### src/design/pia_pkg.sv
// Package for the positional insert/erase array: item structs, opcode,
// status and state codes, and default sizes. No dependencies.
`timescale 1ns / 1ps

package pia_pkg;

    // Default sizes; DEPTH_DEF and DATA_WIDTH_DEF are handed to the top level as parameter defaults
    localparam int DEPTH_DEF      = 256;
    localparam int DATA_WIDTH_DEF = 32;
    localparam int GROUP_SIZE     = 16;
    localparam int POS_W          = 8;

    typedef enum logic [1:0] {
        OP_APPEND = 2'd0,
        OP_INSERT = 2'd1,
        OP_ERASE  = 2'd2,
        OP_READ   = 2'd3
    } opcode_t;

    typedef enum logic [1:0] {
        ST_OK      = 2'd0,
        ST_ILLEGAL = 2'd1,
        ST_FULL    = 2'd2
    } status_t;

    typedef enum logic [1:0] {
        S_IDLE   = 2'd0,
        S_GATHER = 2'd1,
        S_APPLY  = 2'd2
    } state_t;

    typedef struct packed {
        opcode_t          opcode;
        logic [POS_W-1:0] position;
        logic [31:0]      element;
    } in_item_t;

    typedef struct packed {
        logic [31:0] word_out;
        status_t     status;
        logic [8:0]  count;
        logic        is_empty;
    } out_item_t;

    // Command broadcast to every cell of the row
    typedef struct packed {
        logic             apply;
        opcode_t          op;
        logic [POS_W-1:0] pos;
    } cell_ctrl_t;

endpackage

### src/design/pia_cell.sv
// One storage cell of the insertion array: holds a word, loads it, or
// takes it from the left or right neighbor. Depends on pia_pkg.
`timescale 1ns / 1ps

module pia_cell #(
    parameter int DEPTH      = 256,
    parameter int DATA_WIDTH = 32,
    parameter int INDEX      = 0
) (
    input  logic                         aclk,
    input  pia_pkg::cell_ctrl_t          ctrl,
    input  logic [$clog2(DEPTH+1)-1:0]   count,
    input  logic [DATA_WIDTH-1:0]        elem,
    input  logic [DATA_WIDTH-1:0]        left_data,
    input  logic [DATA_WIDTH-1:0]        right_data,
    output logic [DATA_WIDTH-1:0]        data_out,
    output logic [DATA_WIDTH-1:0]        hit_data
);
    import pia_pkg::*;

    localparam int CW = $clog2(DEPTH + 1);
    localparam int XW = (CW > POS_W) ? CW : POS_W;
    localparam logic [XW-1:0] IDX      = XW'(INDEX);
    localparam logic [XW-1:0] IDX_NEXT = XW'(INDEX + 1);

    logic [DATA_WIDTH-1:0] data_reg;
    logic [DATA_WIDTH-1:0] data_next;
    logic [XW-1:0]         pos_x;
    logic [XW-1:0]         count_x;

    assign pos_x   = XW'(ctrl.pos);
    assign count_x = XW'(count);

    // Pick this cell's next word from the broadcast command
    always_comb begin
        data_next = data_reg;
        if (ctrl.apply) begin
            unique case (ctrl.op)
                OP_APPEND: begin
                    if (IDX == count_x) data_next = elem;
                end
                OP_INSERT: begin
                    if (IDX == pos_x) begin
                        data_next = elem;
                    end else if (IDX > pos_x && IDX <= count_x) begin
                        data_next = left_data;
                    end
                end
                OP_ERASE: begin
                    if (IDX >= pos_x && IDX_NEXT < count_x) data_next = right_data;
                end
                OP_READ: begin
                    data_next = data_reg;
                end
                default: data_next = data_reg;
            endcase
        end
    end

    always_ff @(posedge aclk) begin
        data_reg <= data_next;
    end

    assign data_out = data_reg;
    // Present the word only when the position selects this cell
    assign hit_data = (IDX == pos_x) ? data_reg : '0;

endmodule

### config.mk
export PLATFORM = sky130hd
export DESIGN_NAME = pia_cell
export DESIGN_NICKNAME = d
export VERILOG_FILES = /design/src/design/pia_pkg.sv /design/src/design/pia_cell.sv
export SDC_FILE = /design/constraint.sdc
export NUM_CORES = 1
export LEC_CHECK = 0
export BUFFER_PORTS_ARGS = -buffer_cell sky130_fd_sc_hd__buf_2
export CAP_MARGIN = 20
export CORE_UTILIZATION = 32
export CTS_CLUSTER_SIZE = 20
export DETAILED_ROUTE_END_ITERATION = 12
export GPL_TIMING_DRIVEN = 1
export PLACE_DENSITY = 0.67
export SYNTH_ARGS = -nofsm -noshare
export SYNTH_HDL_FRONTEND = slang
export SYNTH_SLANG_ARGS = --single-unit
### constraint.sdc
create_clock -name aclk -period 4.68 [get_ports aclk]
set_clock_uncertainty 0.1 [all_clocks]
set_input_delay 0.234 -clock aclk [delete_from_list [all_inputs] [get_ports aclk]]
set_output_delay 0.234 -clock aclk [all_outputs]
set_load 0.02 [all_outputs]
==> results.tsv <==
stage	metric	value	unit
place	gp weighted congestion	0.787	
power	total net switching power	245	uW
logic_synthesis	top cells by area in the synthesized netlist	edfxtp_1, o2111ai_1, and3_1, nand4_1, nor2b_1	
finish	Largest register FFs	32	
floorplan	Die Outline Area	8060	um2
timing	Sum Neg Setup Slack	0	ps
logic_synthesis	library cell with the highest instance count after synthesis	clkbuf_1	
logic_synthesis	number of nets produced by synthesis	405	
place	Buffers on Ports	180	
route	routed wire length	8400	um
route	Pre-Repair DR Iteration Count	6	
logic_synthesis	fraction of post-synthesis cell area in the top cell type by area	39.0	%
power	leakage	0.00167	uW
clock_tree	post-CTS sizing	0	
logic_synthesis	number of enable-type register cells in the synthesized netlist	32	
logic_synthesis	#FFs+latches synth	32	
logic_synthesis	Synth top cells by count	clkbuf_1, a21oi_1, and3_1, edfxtp_1, nand3_1	
logic_synthesis	distinct cell type count after synthesis	21	
global_route	gr ovfl total	0	
clock_tree	register clock-pin slew on the reported worst setup and hold paths	70	ps
floorplan	number of top-level pins	181	
logic_synthesis	cell area after synthesis	2470	um2
floorplan	core area	7370	um2
critical_path	CP max FO	32	
route	ratio of routed vias to standard cells	5.57	
route	DRC violation total after the first TritonRoute iteration	141	
logic_synthesis	Synth Area per Inst	8.68	um2
route	number of nets with antenna violations after detailed routing	0	
critical_path	critical path endpoint category	flop	
power	internal power	541	uW
global_route	global-route wire length before repair	13300	um
finish	antenna diode instance count	0	
logic_synthesis	cell type with the largest total area after synthesis	edfxtp_1	
floorplan	Initial Utilization	33.5	%
critical_path	startpoint types	input port	
clock_tree	level count of the clock H-tree	2	
timing	Final Max Tran Viols	0	
logic_synthesis	cell count after synthesis	284	
power	clock share of power	26.1	%
timing	post-route worst hold slack	140	ps
clock_tree	setup bufs post-CTS	0	
clock_tree	cts-stage hold buffer count	0	
global_route	pin count of the biggest net entering global routing	66	
clock_tree	clk sinks	32	
power	cell area power density	220	nW/um2
logic_synthesis	yosys synthesis warning count	0	
clock_tree	clock tree from TritonCTS	done	
timing	max frequency	0.367	GHz
floorplan	number of placement rows	31	
critical_path	WP data arrival	2560	ps
power	IR drop worst, VDD	103	uV
logic_synthesis	sequential share of the synthesized area	39.0	%
run	max-capacitance violation count	0	
clock_tree	Bufs on Longest Clock Path	2	
timing	total count of hold-check failures in the final report	0	
clock_tree	number of buffers inserted during clock tree synthesis	5	
clock_tree	cell at the root of the clock tree	clkbuf_8	
critical_path	classification of the worst setup path	in2reg	
finish	net count of the finished layout	560	
floorplan	vertical extent of the die	89.8	um
route	Vias	3004	
power	power share of the sequential group	45.7	%
critical_path	worst endpoint required time	4510	ps
place	half-perimeter wire length after placement	5680	um
logic_synthesis	primary flip-flop cell chosen by synthesis mapping	edfxtp_1	
power	proportion of power drawn by combinational gates	28.2	%
power	switching portion of total power	31.2	%
worst_hold_path	worst hold path type	in2reg	
logic_synthesis	share of flip-flops with an asynchronous set or reset	0	%
timing	unrepaired setup endpoints after global routing	false	
global_route	Total GRT Usage	20.3	%
global_route	initial antenna violation count	0	
timing	Slew HR	52.4	%
route	detailed-route wire length per cell	15.6	um
timing	slew at the pin with the worst max-slew slack	713	ps
floorplan	overall die width	89.8	um
finish	final core utilization	48.6	%
status	outcome	complete, no violations	
timing	final setup vio count	0	
global_route	number of global-route vias before repair	2677	
finish	fraction of final layout cells with drive strength greater than 1	45.2	%
timing	minimum clock period after layout	2730	ps
finish	layout overhead on the synthesized area	45.2	%
timing	fin crit share	58.2	%
route	DRC errors left	0	
[area by class of cell]
| class | instances | area, um2 |
|---|---|---|
| Fill cell | 743 | 3790 |
| Multi-Input combinational cell | 208 | 1370 |
| Timing Repair Buffer | 188 | 1030 |
| Sequential cell | 32 | 961 |
| Tap cell | 99 | 124 |
| Clock buffer | 6 | 72.6 |
| Inverter | 4 | 15.0 |
| Clock inverter | 2 | 11.3 |
[per-stage QoR]
stage | cells | total power, uW | setup WS [ps] | cell area [um2]
after global routing | 539 | 827 | 1840 | 3580
after detailed placement | 528 | 581 | 1440 | 3410
after global placement | 527 | 576 | 1500 | 3400
final | 539 | 787 | 1950 | 3580
after CTS | 536 | 788 | 1730 | 3500
after floorplan | 284 | 483 | 756 | 2470
[final timing paths]
| path | from | to | slack (ps) | cells after the start |
|---|---|---|---|---|
| worst min-delay path | right_data[5] | data_out[5] | 140 | 3 |
| worst max-delay path | ctrl[5] | data_out[6] | 1950 | 6 |
[power by group through the flow]
stage	Combinational (uW)	Sequential (uW)	Clock, uW
after floorplan	90.3	393	0
after global placement	211	365	0
after detailed placement	216	366	0
after CTS	215	360	212
after global routing	243	363	222
final	222	360	206
[placed cells by master, fill, tap and decap left out, drive strengths merged]
cell type  Yosys  layout
and3          32      32
nand3         32      32
a2111o         1       1
o2111ai       31      31
nor4           4       4
buf            3     188
nor2b         31      31
a2111oi        1       1
a31oi          1       1
clkbuf        37       6
clkinvlp       0       1
clkinv         0       1
nand4         31      31
o31ai          1       1
a21oi         33      33
ha             4       4
and2           1       1
edfxtp        32      32
inv            4       4
a221o          1       1
or4            2       2
nor2           2       2
[per-layer routing]
layer  track usage [%]  wire length [um]  vias up
li1                  -                 -     1433
met1              25.8              3450     1387
met2              34.0              4080      172
met3              4.65               717       12
met4              6.69               144        0
met5                 0                 0        -
[cell families (layout without fill, tap and decap cells)]
family,after synthesis,after routing,synth area share [%]
AND/OR/NAND/NOR,135,135,32.5
flip-flops,32,32,39.0
adder cells (fa/ha/maj),4,4,2.03
AO/OA/AOI/OAI,69,69,19.7
buffers and inverters,44,200,6.75
[critical path: stages]
cell and delay [ps]:
buf_2 110, or4_1 740, buf_16 260, a2111o_1 400, a2111oi_4 350, buf_4 440
No activity file was read; power rests on OpenSTA's default activity.
